## src/rtl/ymcrc_pkg.sv

```systemverilog
// Shared types, protocol codes and the CRC-16 byte update for the YMODEM-CRC receiver.
// No dependencies; imported by ymcrc_core and ymodem_crc_packet_receiver.
package ymcrc_pkg;

    localparam int COUNT_WIDTH   = 16;
    localparam int SMALL_PAYLOAD = 128;
    localparam int LARGE_PAYLOAD = 1024;
    localparam int SMALL_SHIFT   = $clog2(SMALL_PAYLOAD);
    localparam int LARGE_SHIFT   = $clog2(LARGE_PAYLOAD);
    localparam int POS_W         = 11;
    localparam int LEN_W         = 11;
    localparam int MAX_RES       = 3;
    localparam int RES_CNT_W     = 2;
    localparam int RES_IDX_W     = 2;
    localparam int TDATA_W       = 80;

    // frame openers
    localparam logic [7:0] B_SOH = 8'h01;
    localparam logic [7:0] B_STX = 8'h02;
    localparam logic [7:0] B_EOT = 8'h04;

    // response bytes
    localparam logic [31:0] R_ACK  = 32'h0000_0006;
    localparam logic [31:0] R_NAK  = 32'h0000_0015;
    localparam logic [31:0] R_POLL = 32'h0000_0043;

    localparam logic [31:0] END_MARK = 32'h1122_AABB;
    localparam logic [15:0] CRC_POLY = 16'h1021;

    // result kinds
    localparam logic [2:0] KIND_STAGE  = 3'd0;
    localparam logic [2:0] KIND_SEND   = 3'd1;
    localparam logic [2:0] KIND_ERASE  = 3'd2;
    localparam logic [2:0] KIND_COMMIT = 3'd3;
    localparam logic [2:0] KIND_MARKER = 3'd4;
    localparam logic [2:0] KIND_RESET  = 3'd5;

    // session modes
    localparam logic [1:0] MODE_WAIT = 2'd0;
    localparam logic [1:0] MODE_RECV = 2'd1;
    localparam logic [1:0] MODE_END  = 2'd2;

    // packet types
    localparam logic [1:0] PT_NONE = 2'd0;
    localparam logic [1:0] PT_SOH  = 2'd1;
    localparam logic [1:0] PT_STX  = 2'd2;

    // configuration register indexes
    localparam logic CFG_BASE = 1'b0;
    localparam logic CFG_SIZE = 1'b1;

    typedef struct packed {
        logic [2:0]       kind;
        logic [31:0]      address;
        logic [31:0]      value;
        logic [LEN_W-1:0] length;
    } t_result;

    typedef struct packed {
        logic [RES_CNT_W-1:0]  count;
        t_result [MAX_RES-1:0] slot;
    } t_res_set;

    function automatic t_result mk_result(input logic [2:0] kind, input logic [31:0] addr,
                                          input logic [31:0] value,
                                          input logic [LEN_W-1:0] len);
        t_result r;
        r.kind    = kind;
        r.address = addr;
        r.value   = value;
        r.length  = len;
        return r;
    endfunction

    // CRC-16/XMODEM, one byte, MSB first
    function automatic logic [15:0] crc16_byte(input logic [15:0] crc, input logic [7:0] b);
        logic [15:0] c;
        c = crc ^ {b, 8'h00};
        for (int i = 0; i < 8; i++) begin
            c = c[15] ? ({c[14:0], 1'b0} ^ CRC_POLY) : {c[14:0], 1'b0};
        end
        return c;
    endfunction

endpackage

```

## src/rtl/ymcrc_core.sv

```systemverilog
// Protocol state of the YMODEM-CRC receiver: frame parsing, CRC, block checks and
// the set of results one byte causes. Depends on ymcrc_pkg.
module ymcrc_core (
    input  logic                i_clk,
    input  logic                i_rst_n,
    input  logic                i_en,
    input  logic [7:0]          i_byte,
    input  logic                i_start,
    input  logic [31:0]         i_base,
    input  logic [31:0]         i_size,
    output ymcrc_pkg::t_res_set o_res
);
    import ymcrc_pkg::*;

    logic [1:0]             r_mode,  n_mode;
    logic [COUNT_WIDTH-1:0] r_count, n_count;
    logic [POS_W-1:0]       r_pos,   n_pos;
    logic [1:0]             r_ptype, n_ptype;
    logic [7:0]             r_blk,   n_blk;
    logic [7:0]             r_comp,  n_comp;
    logic [15:0]            r_crc,   n_crc;
    logic [7:0]             r_rcv_hi, n_rcv_hi;
    logic                   r_open,  n_open;

    logic [POS_W-1:0] pay_end;
    logic [LEN_W-1:0] psize;
    logic [31:0]      commit_addr;
    logic             comp_ok;
    logic             zero_blk;
    logic             crc_ok;
    t_res_set         res;

    always_comb begin
        pay_end  = (r_ptype == PT_SOH) ? POS_W'(SMALL_PAYLOAD + 3) : POS_W'(LARGE_PAYLOAD + 3);
        psize    = (r_ptype == PT_SOH) ? LEN_W'(SMALL_PAYLOAD) : LEN_W'(LARGE_PAYLOAD);
        // commit index is the count before the increment
        commit_addr = i_base + ((r_ptype == PT_SOH) ? (32'(r_count) << SMALL_SHIFT)
                                                    : (32'(r_count) << LARGE_SHIFT));
        comp_ok  = (r_comp == ~r_blk);
        zero_blk = (r_blk == 8'd0) && comp_ok;
        crc_ok   = (r_crc == {r_rcv_hi, i_byte});
    end

    always_comb begin
        n_mode   = r_mode;
        n_count  = r_count;
        n_pos    = r_pos;
        n_ptype  = r_ptype;
        n_blk    = r_blk;
        n_comp   = r_comp;
        n_crc    = r_crc;
        n_rcv_hi = r_rcv_hi;
        n_open   = r_open;
        res      = '0;

        if (i_start) begin
            n_open  = 1'b0;
            n_pos   = '0;
            n_ptype = PT_NONE;
            case (i_byte)
                B_SOH, B_STX: begin
                    n_open   = 1'b1;
                    n_ptype  = (i_byte == B_SOH) ? PT_SOH : PT_STX;
                    n_pos    = POS_W'(1);
                    n_blk    = '0;
                    n_comp   = '0;
                    n_crc    = '0;
                    n_rcv_hi = '0;
                end
                B_EOT: begin
                    if (r_mode == MODE_RECV) begin
                        n_mode      = MODE_END;
                        res.slot[0] = mk_result(KIND_SEND, '0, R_NAK, '0);
                        res.count   = RES_CNT_W'(1);
                    end else if (r_mode == MODE_END) begin
                        res.slot[0] = mk_result(KIND_SEND, '0, R_ACK, '0);
                        res.slot[1] = mk_result(KIND_SEND, '0, R_POLL, '0);
                        res.count   = RES_CNT_W'(2);
                    end
                end
                default: ;
            endcase
        end else if (r_open) begin
            n_pos = r_pos + POS_W'(1);
            if (r_pos == POS_W'(1)) begin
                n_blk = i_byte;
            end else if (r_pos == POS_W'(2)) begin
                n_comp = i_byte;
            end else if (r_pos < pay_end) begin
                n_crc       = crc16_byte(r_crc, i_byte);
                res.slot[0] = mk_result(KIND_STAGE, 32'(r_pos - POS_W'(3)), 32'(i_byte), '0);
                res.count   = RES_CNT_W'(1);
            end else if (r_pos == pay_end) begin
                n_rcv_hi = i_byte;
            end else begin
                // final CRC byte: close the frame and judge it
                n_open = 1'b0;
                if (!crc_ok) begin
                    res.slot[0] = mk_result(KIND_SEND, '0, R_NAK, '0);
                    res.count   = RES_CNT_W'(1);
                end else if (r_ptype == PT_SOH && r_mode == MODE_WAIT && zero_blk) begin
                    n_mode      = MODE_RECV;
                    n_count     = '0;
                    res.slot[0] = mk_result(KIND_ERASE, i_base, '0, '0);
                    res.slot[1] = mk_result(KIND_SEND, '0, R_ACK, '0);
                    res.count   = RES_CNT_W'(2);
                end else if (r_ptype == PT_SOH && r_mode == MODE_END && zero_blk) begin
                    n_mode      = MODE_WAIT;
                    res.slot[0] = mk_result(KIND_SEND, '0, R_ACK, '0);
                    res.slot[1] = mk_result(KIND_MARKER, i_base + i_size - 32'd4,
                                            END_MARK, '0);
                    res.slot[2] = mk_result(KIND_RESET, '0, '0, '0);
                    res.count   = RES_CNT_W'(3);
                end else if ((r_ptype != PT_SOH || r_mode == MODE_RECV) && comp_ok) begin
                    if (r_blk == r_count[7:0]) begin
                        // duplicate of the last accepted block
                        res.slot[0] = mk_result(KIND_SEND, '0, R_ACK, '0);
                        res.count   = RES_CNT_W'(1);
                    end else begin
                        n_count     = r_count + COUNT_WIDTH'(1);
                        res.slot[0] = mk_result(KIND_COMMIT, commit_addr, '0, psize);
                        res.slot[1] = mk_result(KIND_SEND, '0, R_ACK, '0);
                        res.count   = RES_CNT_W'(2);
                    end
                end else begin
                    res.slot[0] = mk_result(KIND_SEND, '0, R_NAK, '0);
                    res.count   = RES_CNT_W'(1);
                end
            end
        end
    end

    always_ff @(posedge i_clk) begin
        if (!i_rst_n) begin
            r_mode   <= MODE_WAIT;
            r_count  <= '0;
            r_pos    <= '0;
            r_ptype  <= PT_NONE;
            r_blk    <= '0;
            r_comp   <= '0;
            r_crc    <= '0;
            r_rcv_hi <= '0;
            r_open   <= 1'b0;
        end else if (i_en) begin
            r_mode   <= n_mode;
            r_count  <= n_count;
            r_pos    <= n_pos;
            r_ptype  <= n_ptype;
            r_blk    <= n_blk;
            r_comp   <= n_comp;
            r_crc    <= n_crc;
            r_rcv_hi <= n_rcv_hi;
            r_open   <= n_open;
        end
    end

    assign o_res = res;

endmodule

```

## src/rtl/ymodem_crc_packet_receiver.sv

```systemverilog
// YMODEM-CRC download receiver. Takes one serial byte per transfer on the slave
// stream (frame_start in tuser marks the opening byte of a frame) and emits
// stage, send, erase, commit, marker and reset results on the master stream.
// A byte is judged in the cycle it is accepted and its results (up to three)
// are held in a small output buffer; the next byte is taken in the same cycle
// the last of them is transferred, so payload bytes stream at one per cycle
// while m_axis_tready stays high. The CRC-16 byte update and the position
// counter advance in the cycle a byte is accepted. update_base
// (index 0) and update_size (index 1) are written on the cfg channel, which is
// always ready. Depends on ymcrc_pkg and ymcrc_core.
module ymodem_crc_packet_receiver (
    input  logic                           i_clk,
    input  logic                           i_rst_n,
    // configuration
    input  logic                           i_cfg_valid,
    output logic                           o_cfg_ready,
    input  logic                           i_cfg_index,
    input  logic [31:0]                    i_cfg_data,
    // input byte stream
    input  logic                           s_axis_tvalid,
    output logic                           s_axis_tready,
    input  logic [7:0]                     s_axis_tdata,   // [7:0] data_byte
    input  logic                           s_axis_tuser,   // [0] frame_start
    // result stream
    output logic                           m_axis_tvalid,
    input  logic                           m_axis_tready,
    output logic [ymcrc_pkg::TDATA_W-1:0]  m_axis_tdata,   // [31:0] address, [63:32] value,
                                                           // [74:64] length, [79:75] zero
    output logic [2:0]                     m_axis_tuser,   // [2:0] kind
    output logic                           m_axis_tlast    // last
);
    import ymcrc_pkg::*;

    logic [31:0]          r_base;
    logic [31:0]          r_size;
    t_result              r_slot [MAX_RES];
    logic [RES_CNT_W-1:0] r_cnt;
    logic [RES_IDX_W-1:0] r_idx;

    t_res_set res;
    t_result  cur;
    logic     in_xfer;
    logic     out_xfer;
    logic     at_last;

    assign o_cfg_ready = 1'b1;

    always_ff @(posedge i_clk) begin
        if (!i_rst_n) begin
            r_base <= '0;
            r_size <= '0;
        end else if (i_cfg_valid) begin
            case (i_cfg_index)
                CFG_BASE: r_base <= i_cfg_data;
                CFG_SIZE: r_size <= i_cfg_data;
                default:  ;
            endcase
        end
    end

    assign at_last       = (RES_CNT_W'(r_idx) == r_cnt - RES_CNT_W'(1));
    assign m_axis_tvalid = (r_cnt != '0);
    assign out_xfer      = m_axis_tvalid && m_axis_tready;
    // take a new byte once the buffer is empty or its final result leaves now
    assign s_axis_tready = (r_cnt == '0) || (out_xfer && at_last);
    assign in_xfer       = s_axis_tvalid && s_axis_tready;

    ymcrc_core u_core (
        .i_clk   (i_clk),
        .i_rst_n (i_rst_n),
        .i_en    (in_xfer),
        .i_byte  (s_axis_tdata),
        .i_start (s_axis_tuser),
        .i_base  (r_base),
        .i_size  (r_size),
        .o_res   (res)
    );

    always_ff @(posedge i_clk) begin
        if (!i_rst_n) begin
            r_cnt <= '0;
            r_idx <= '0;
        end else if (in_xfer) begin
            r_cnt <= res.count;
            r_idx <= '0;
        end else if (out_xfer) begin
            if (at_last) begin
                r_cnt <= '0;
                r_idx <= '0;
            end else begin
                r_idx <= r_idx + RES_IDX_W'(1);
            end
        end
    end

    always_ff @(posedge i_clk) begin
        if (in_xfer) begin
            for (int k = 0; k < MAX_RES; k++) begin
                r_slot[k] <= res.slot[k];
            end
        end
    end

    always_comb begin
        case (r_idx)
            RES_IDX_W'(1): cur = r_slot[1];
            RES_IDX_W'(2): cur = r_slot[2];
            default:       cur = r_slot[0];
        endcase
    end

    assign m_axis_tdata = {(TDATA_W - 75)'(0), cur.length, cur.value, cur.address};
    assign m_axis_tuser = cur.kind;
    assign m_axis_tlast = at_last;

endmodule
```

## config.mk

```make
export PLATFORM = sky130hd
export DESIGN_NAME = ymodem_crc_packet_receiver
export DESIGN_NICKNAME = d
export VERILOG_FILES = /design/src/rtl/ymcrc_pkg.sv /design/src/rtl/ymcrc_core.sv /design/src/rtl/ymodem_crc_packet_receiver.sv
export SDC_FILE = /design/constraint.sdc
export NUM_CORES = 1
export LEC_CHECK = 0
export ABC_AREA = 1
export BUFFER_PORTS_ARGS = -buffer_cell sky130_fd_sc_hd__clkbuf_2
export CORE_ASPECT_RATIO = 1.5
export CORE_MARGIN = 2
export CORE_UTILIZATION = 38
export CTS_BUF_LIST = sky130_fd_sc_hd__clkbuf_8
export DETAILED_ROUTE_END_ITERATION = 6
export PLACE_DENSITY = 0.52
export SLEW_MARGIN = 25
export SYNTH_ARGS = -nofsm -noshare
export SYNTH_HDL_FRONTEND = slang
export SYNTH_SLANG_ARGS = --single-unit
export TNS_END_PERCENT = 1
```

## constraint.sdc

```tcl
create_clock -name i_clk -period 5.3 [get_ports i_clk]
set_clock_uncertainty 0.1 [all_clocks]
set_input_delay 0.53 -clock i_clk [delete_from_list [all_inputs] [get_ports i_clk]]
set_output_delay 0.53 -clock i_clk [all_outputs]
set_load 0.01 [all_outputs]
```

# Word-level counts from Yosys, hierarchy flattened
# Memory sizes are Yosys's and may differ from the RTL's.
# Cells that the tools add are included.
# op_classes
n_mux	97
magnitude_cmp	1
n_eq_ne	25
add_sub_neg	8
n_reduce_logical	38
bitwise_logic	17
# op_table
op	count
$mux W236	4
$mux W156	6
$mux W78	7
$mux W76	3
$mux W16	10
$pmux W78 S2	1
$mux W154	1
$mux W8	14
$mux W13	8
$mux W77	1
$add A32 B32 Y32	2
$mux W2	27
$mux W11	4
$sub A32 B3 Y32 const B	1
$mux W26	1
$not A3 Y3	8
$reduce_bool A2 Y1	10
$add A16 B1 Y16 const B	1
$eq A16 B16 Y1	1
$eq A8 B8 Y1	2
$xor A16 B16 Y16	1
$ne A2 B1 Y1 const B	6
$sub A11 B2 Y12 const B	1
$add A11 B1 Y11 const B	1
29 further kinds	65
# word_totals
in_bits	47
ramBits	234
reg_bits	140
out_inout_bits	87
memories	1
word_cells	200
# memory_table
name	words	width	rd	rd_clocked_by_memory_dff	wr	line	text
r_slot	3	78	3	0	3	ymodem_crc_packet_receiver.sv:36	t_result r_slot [MAX_RES];

# Logic depth before layout (Yosys ltp)
# Gate-level depths: netlist of the first run.
# depth
ltp_word	22
mapped_depth	21
ltp_nobuf	20

# Cells and area by module
# A second synthesis of the first run with hierarchy kept.
# hier_totals
cells_unflattened	2811
area_unflattened_um2	22247.6
# by_module_without_submodules
module	n_inst	seq_area_each_um2	cells_per_inst	area_each_um2
ymodem_crc_packet_receiver	1	8388.0	913	11294.6
ymcrc_core	1	1441.4	1898	10953.0

# Least setup slack after synthesis of the first run
# OpenSTA, ideal clock, no wires.
# synth_timing
kind	reg2reg
startpoint	reg u_core.r_ptype[1]
endpoint	mem r_slot[0][68] (netlist bit), data pin
arrival_time_ns	2.447
n_path_buf	1
required_ns	4.930
setup_time_ns	0.270
setup_slack_ns	2.483
synth_period_minus_slack_ns	2.817
path_stages_with_launch	22
path_cell_list	dfxtp_1 inv_2 nand2_2 buf_1 nor2_1 ha_1 inv_1 fa_1 inv_1 nand2_1 o21ai_0 nand2_1 nand2_1 nand2_1 nand2_1 nand2_1 nand2_1 nand2_1 nand3_1 nand2_1 nand2_1 a21oi_1
# synth_rtl
item	line	text
start: declaration	ymcrc_core.sv:18	logic [1:0] r_ptype, n_ptype;
start signal: assignment	ymcrc_core.sv:148	r_ptype <= n_ptype;
end: declaration	ymodem_crc_packet_receiver.sv:36	

==> impl_metrics.env, run 1 <==
export IMPL_status="complete, but fails checks"
export IMPL_failed_checks="design-rule violations"
export IMPL_grt_use_total_pct=24.7
export IMPL_wl_per_cell_um=18.5
export IMPL_cp_max_fo=5
export IMPL_drtIter0Drc=772
export IMPL_portBuffers=102
export IMPL_final_hold_violation_count=0
export IMPL_viasPerCell=5.17
export IMPL_rsz0062_at_grt="no"
export IMPL_fp_dieW_um=168
export IMPL_clk_transition_reported_paths_ns=0.06
export IMPL_cts_tree="done"
export IMPL_synth_seq_cells=222
export IMPL_clock_path_buffers=3
export IMPL_power_density_mw_per_mm2=265
export IMPL_yosys_warnings=0
export IMPL_crit_arrival_ns=3.81
export IMPL_gp_congestion=1.01
export IMPL_synthTopCellsByCount="453 x nand2_1, 303 x inv_1, 234 x a21oi_1, 220 x nor2_1, 193 x o21ai_0"
export IMPL_setup_viol_count_final=0
export IMPL_num_vias=14600
export IMPL_wl_um=52200
export IMPL_min_path_type="in2reg"
export IMPL_synth_edf_count=82
export IMPL_crit_path_end_kind="register"
export IMPL_yosysTopAreaCell="dfxtp_1"
export IMPL_antenna_found_initial=1
export IMPL_grt_pass1_vias=14500
export IMPL_area_growth_pct=9.58
export IMPL_die_area_mm2=0.0421
export IMPL_min_period_ns=3.59
export IMPL_critPathLaunchType="register"
export IMPL_grt_max_degree=63
export IMPL_first_pass_iters=7
export IMPL_worst_pin_slew_ns=0.933
export IMPL_synth_top_cell_area_share_pct=18.2
export IMPL_die_height_um=250
export IMPL_synth_flop_cell="dfxtp_1"
export IMPL_clkSinkCount=222
export IMPL_grt_pass1_wl_um=80400
export IMPL_maxCapViolations=0
export IMPL_multi_input_area_mm2=0.00841
export IMPL_slew_headroom_pct=37.7
export IMPL_initial_core_util_pct=38.4
export IMPL_cts_root_buffer="clkbuf_8"
export IMPL_pin_count=134
export IMPL_slew_violations=0
export IMPL_drc=2
export IMPL_core_area_mm2=0.0401
export IMPL_drive_above_1_share_pct=10.6
export IMPL_whs_ns=0.110
export IMPL_fmax_mhz=279
export IMPL_seq_area_mm2=0.00527
export IMPL_min_path_cells=3
export IMPL_fin_crit_sh_pct=67.7
export IMPL_yosysSeqAreaShare_pct=34.2
export IMPL_place_worst_setup_slack_ns=1.82
export IMPL_post_cts_buffers=0
export IMPL_cts_max_level=2
export IMPL_ys_types=56
export IMPL_ctsResizeCount=0
export IMPL_reg2reg_depth=12
export IMPL_synth_area_mm2=0.0154
export IMPL_synthCells=2204
export IMPL_fin_tns_setup_ns=0
export IMPL_fillers=4328
export IMPL_place_hpwl_um=40600
export IMPL_synthTopCellsByArea="dfxtp_1 18%, edfxtp_1 16%, nand2_1 11%"
export IMPL_insertion_delay_ns=0.59
export IMPL_syn_avg_cell_area_um2=6.98
export IMPL_max_vdd_ir_drop_mv=0.176
export IMPL_rows=90
export IMPL_cts_buffers=40
export IMPL_leakagePower_nw=7.77
export IMPL_layout_setup_ws_ns=1.71
export IMPL_ctsHoldBuffers=0
export IMPL_crit_required_ns=5.52
export IMPL_nNetsFinal=2426
export IMPL_overflow=0
export IMPL_drtAntennaViolNets=0
export IMPL_yosysMostFrequentCell="nand2_1"
export IMPL_path_class="reg2reg"
export IMPL_async_flop_share_pct=0
final timing paths:
check | from | to | slack [ns]
worst min register to register | r_size[12] | r_size[12] | 0.36
worst max register to register | r_base[3] | r_slot[0][145] | 1.71
worst max-delay path | r_base[3] | r_slot[0][145] | 1.71
worst min-delay path | i_cfg_data[0] | r_base[0] | 0.11
placed cells by master (no fill, tap or decap), types with 26 or more instances in the layout:
master      n
inv_1     323
nor3_1     26
ha_1       94
a21oi_1   234
conb_1     31
dfxtp_1   140
clkbuf_8   44
nand3_1   111
nand2_1   452
o21ai_0   193
clkbuf_2  101
xor2_1     33
nor2_1    220
edfxtp_1   82
nand4_1    42
per-stage QoR:
stage / power [mW] / utilization (%) / std cells / cell area (µm²)
floorplan: 2.62 / - / 2233 / 15500
finish: 4.47 / 42.1 / 2822 / 16900
CTS: 4.51 / 42.0 / 2821 / 16900
global placement: 2.95 / 40.2 / 2747 / 16100
detailed placement: 2.95 / 40.2 / 2747 / 16100
global route: 4.70 / 42.1 / 2822 / 16900
worst max-delay path, cell delays in order (launching register included):
cell      delay [ns]
dfxtp_1         0.30
inv_1           0.07
ha_1            0.28
inv_1           0.04
ha_1            0.34
a21oi_1         0.15
nand2_1         0.14
a21boi_0        0.38
o21ai_0         0.31
a21oi_1         0.67
o21ai_0         0.32
o21ai_1         0.19
nor2_1          0.05
cells by family (layout without fill, tap and decap cells):
logic type | after synthesis | count (layout) | share of synthesized area [%]
adder cells (fa/ha/maj) | 96 | 96 | 7.91
AO/OA/AOI/OAI | 492 | 492 | 17.1
XOR/XNOR | 50 | 50 | 2.85
flip-flops | 222 | 222 | 34.2
buffers and inverters | 426 | 508 | 11.8
AND/OR/NAND/NOR | 916 | 916 | 26.1
other | 2 | 32 | 0.0488
area by class of cell:
| cell class | count | area share, % |
|---|---|---|
| sequential | 222 | 31.2 |
| clock buffer | 44 | 3.59 |
| inverter | 319 | 7.15 |
| tap | 506 | 3.76 |
| clock inverter | 30 | 0.750 |
| antenna | 1 | 0.0148 |
| timing repair buffer | 115 | 3.61 |
| multi-input combinational | 1585 | 49.9 |
report_power, final:
group | switching, mW | leakage [nW] | internal [mW]
clock | 0.777 | 0.443 | 0.763
sequential | 0.0430 | 1.98 | 1.85
combinational | 0.729 | 5.35 | 0.308
total | 1.55 | 7.77 | 2.92
state kept, by name (all words and copies together), names as in the netlist, 8 cells and up:
register / flops
r_base: 32
r_size: 32
r_slot: 82
u_core.r_blk: 8
u_core.r_comp: 8
u_core.r_count: 16
u_core.r_crc: 16
u_core.r_pos: 11
u_core.r_rcv_hi: 8
per-layer routing:
metal  global-route usage, %  vias to the layer above  share of wire (%)
li1                        -                     7321                  -
met1                    25.7                     6782                 38
met2                    47.3                      340                 53
met3                    2.67                      147                3.0
met4                    14.8                        0                6.7
met5                       0                        -                  0
Power figures use the tool's default switching activity.
==> run 2: changes to the inputs <==
--- a/config.mk
+++ b/config.mk
@@ -12,7 +12,7 @@
 export CORE_UTILIZATION = 38
 export CTS_BUF_LIST = sky130_fd_sc_hd__clkbuf_8
 export DETAILED_ROUTE_END_ITERATION = 6
-export PLACE_DENSITY = 0.52
+export PLACE_DENSITY = 0.54
 export SLEW_MARGIN = 25
 export SYNTH_ARGS = -nofsm -noshare
 export SYNTH_HDL_FRONTEND = slang
==> constraint.sdc (replaced) <==
create_clock -name i_clk -period 3.05 [get_ports i_clk]
set_clock_uncertainty 0.1 [all_clocks]
set_input_delay 0.305 -clock i_clk [delete_from_list [all_inputs] [get_ports i_clk]]
set_output_delay 0.305 -clock i_clk [all_outputs]
set_load 0.01 [all_outputs]
==> run 2 against run 1 <==
Effect of this change:
- the flow now finishes without violations
- power increased by 79%
- routed wire length is 7.4% higher
- largest power group unchanged
- highest routed layer unchanged
- sequential cell count unchanged
- design area rose by 5.6%
- first-iteration DRC count up 35%
- critical path depth grew 1
- combinational power grew 88%
- critical endpoint is now r_slot[0][148]
- via count rose by 3.4%
- register-to-register slack got worse by 1.5 ns
- clock power up 79%
==> impl_metrics.env, run 2 (synthesized netlist as in run 1, its figures left out) <==
export IMPL_slew_violations=0
export IMPL_fmax_mhz=349
export IMPL_status="finished clean"
export IMPL_nNetsFinal=2533
export IMPL_fp_dieW_um=168
export IMPL_min_from="i_cfg_data[8]"
export IMPL_r2r_end="r_slot[0][148]"
export IMPL_min_period_ns=2.87
export IMPL_clk_transition_reported_paths_ns=0.06
export IMPL_final_cell_mix="452 x nand2_1, 316 x inv_1, 233 x a21oi_1"
export IMPL_die_area_mm2=0.0421
export IMPL_power_density_mw_per_mm2=449
export IMPL_leakagePower_nw=8.28
export IMPL_top_register="r_slot"
export IMPL_post_cts_buffers=0
export IMPL_slew_headroom_pct=43.5
export IMPL_portBuffers=102
export IMPL_worst_pin_slew_ns=0.847
export IMPL_wl_per_cell_um=19.2
export IMPL_maxCapViolations=0
export IMPL_area_growth_pct=15.7
export IMPL_final_common_cell="nand2_1"
export IMPL_rows=90
export IMPL_fin_crit_sh_pct=94.0
export IMPL_initial_core_util_pct=38.4
export IMPL_setup_viol_count_final=0
export IMPL_grt_max_degree=86
export IMPL_largest_register_ffs=82
export IMPL_overflow=0
export IMPL_clock_path_buffers=3
export IMPL_instances_no_fill=2925
export IMPL_drtIter0Drc=1046
export IMPL_reg2reg_slack_ns=0.18
export IMPL_crit_arrival_ns=3.10
export IMPL_min_path_type="in2reg"
export IMPL_drive_above_1_share_pct=13.8
export IMPL_reg2reg_depth=13
export IMPL_whs_ns=0.0282
export IMPL_cts_root_buffer="clkbuf_8"
export IMPL_die_height_um=250
export IMPL_max_vdd_ir_drop_mv=0.328
export IMPL_core_area_mm2=0.0401
export IMPL_cts_buffers=40
export IMPL_r2r_start="r_base[1]"
export IMPL_clkSinkCount=222
export IMPL_hold_end="r_size[8]"
export IMPL_gp_congestion=0.988
export IMPL_num_vias=15100
export IMPL_place_hpwl_um=44500
export IMPL_rsz0062_at_grt="yes"
export IMPL_dp_cells=2827
export IMPL_critPathLaunchType="register"
export IMPL_first_pass_iters=5
export IMPL_cts_tree="done"
export IMPL_utilization_pct=44.4
export IMPL_reg_top3="r_slot (82), r_base (32), r_size (32)"
export IMPL_wl_um=56000
export IMPL_crit_path_end_kind="register"
export IMPL_grt_pass1_wl_um=86200
export IMPL_pin_count=134
export IMPL_cts_max_level=2
export IMPL_grt_use_total_pct=26.6
export IMPL_viasPerCell=5.16
export IMPL_insertion_delay_ns=0.59
export IMPL_drtAntennaViolNets=0
export IMPL_antenna_found_initial=1
export IMPL_grt_pass1_vias=15200
export IMPL_path_class="reg2reg"
export IMPL_final_hold_violation_count=0
export IMPL_drc=0
export IMPL_min_path_cells=3
export IMPL_crit_required_ns=3.28
export IMPL_cp_max_fo=4
[run 2: cell count changes in the layout (fill, tap and decap cells not counted), moves of 2 or more]
cell	previous run	this run
buf_12	0	3
buf_4	13	90
inv_1	323	316
dlygate4sd3_1	0	27
o21ai_1	13	16
clkinv_2	4	6
o21ai_0	193	189
[run 2: layout make-up]
cell class                      count  area (µm²)
Multi-Input combinational cell   1585        8430
Inverter                          319        1200
Timing Repair Buffer              222        1520
Clock inverter                     27         153
Sequential cell                   222        5270
Fill cell                        4251       22300
Clock buffer                       43         592
Antenna cell                        1        2.50
Tap cell                          506         633
[run 2: worst max-delay path by stage]
stage                 startpoint             end  depth (start not counted)
2_1_floorplan  u_core.r_ptype[1]   r_slot[0][68]                         21
3_3_place_gp           r_base[5]  r_slot[0][145]                         11
3_5_place_dp           r_base[5]  r_slot[0][145]                         11
4_1_cts                r_base[1]  r_slot[0][148]                         13
5_1_grt        u_core.r_ptype[0]   r_slot[0][74]                         16
6_report               r_base[1]  r_slot[0][148]                         13
[run 2: per-stage QoR]
stage                     setup TNS [ns]  cell area, µm²  total power [mW]  setup slack [ns]
after global placement            -0.185           16800              5.25           -0.0835
after floorplan                        0           15500              4.55             0.233
final                                  0           17800              8.00             0.184
after detailed placement          -0.184           16800              5.26           -0.0749
after CTS                              0           17800              8.06            0.0286
after global routing            -0.00681           17800              8.40          -0.00681
[run 2: worst max-delay path: stages, from the launching register on]
cell,delay [ns]
dfxtp_1,0.34
ha_1,0.30
ha_1,0.23
fa_1,0.45
nand2_1,0.11
nand2_1,0.07
o21ai_2,0.10
o21ai_0,0.19
nand2_1,0.10
nand2_1,0.09
nand3_1,0.09
o211ai_1,0.18
o21ai_2,0.19
a21oi_2,0.05
[run 2: power by group]
group	internal [mW]	switching [mW]
Clock	1.39	1.37
Combinational	0.657	1.29
Sequential	3.21	0.0783
Total	5.26	2.74
[run 2: what timing repair did]
item	in CTS	in global routing
endpoints found under the hold margin	47	0
resized for setup	1	10
hold buffers	27	0
pin swaps	0	0
endpoints found under the setup margin	5	10
[run 2: layer usage]
layer | global-route usage (%) | part of all wire, % | vias to the layer above
met5 | 0 | 0 | -
met4 | 16.2 | 6.7 | 0
met3 | 2.94 | 3.4 | 138
met2 | 51.0 | 53 | 382
met1 | 27.2 | 37 | 7035
li1 | - | - | 7537
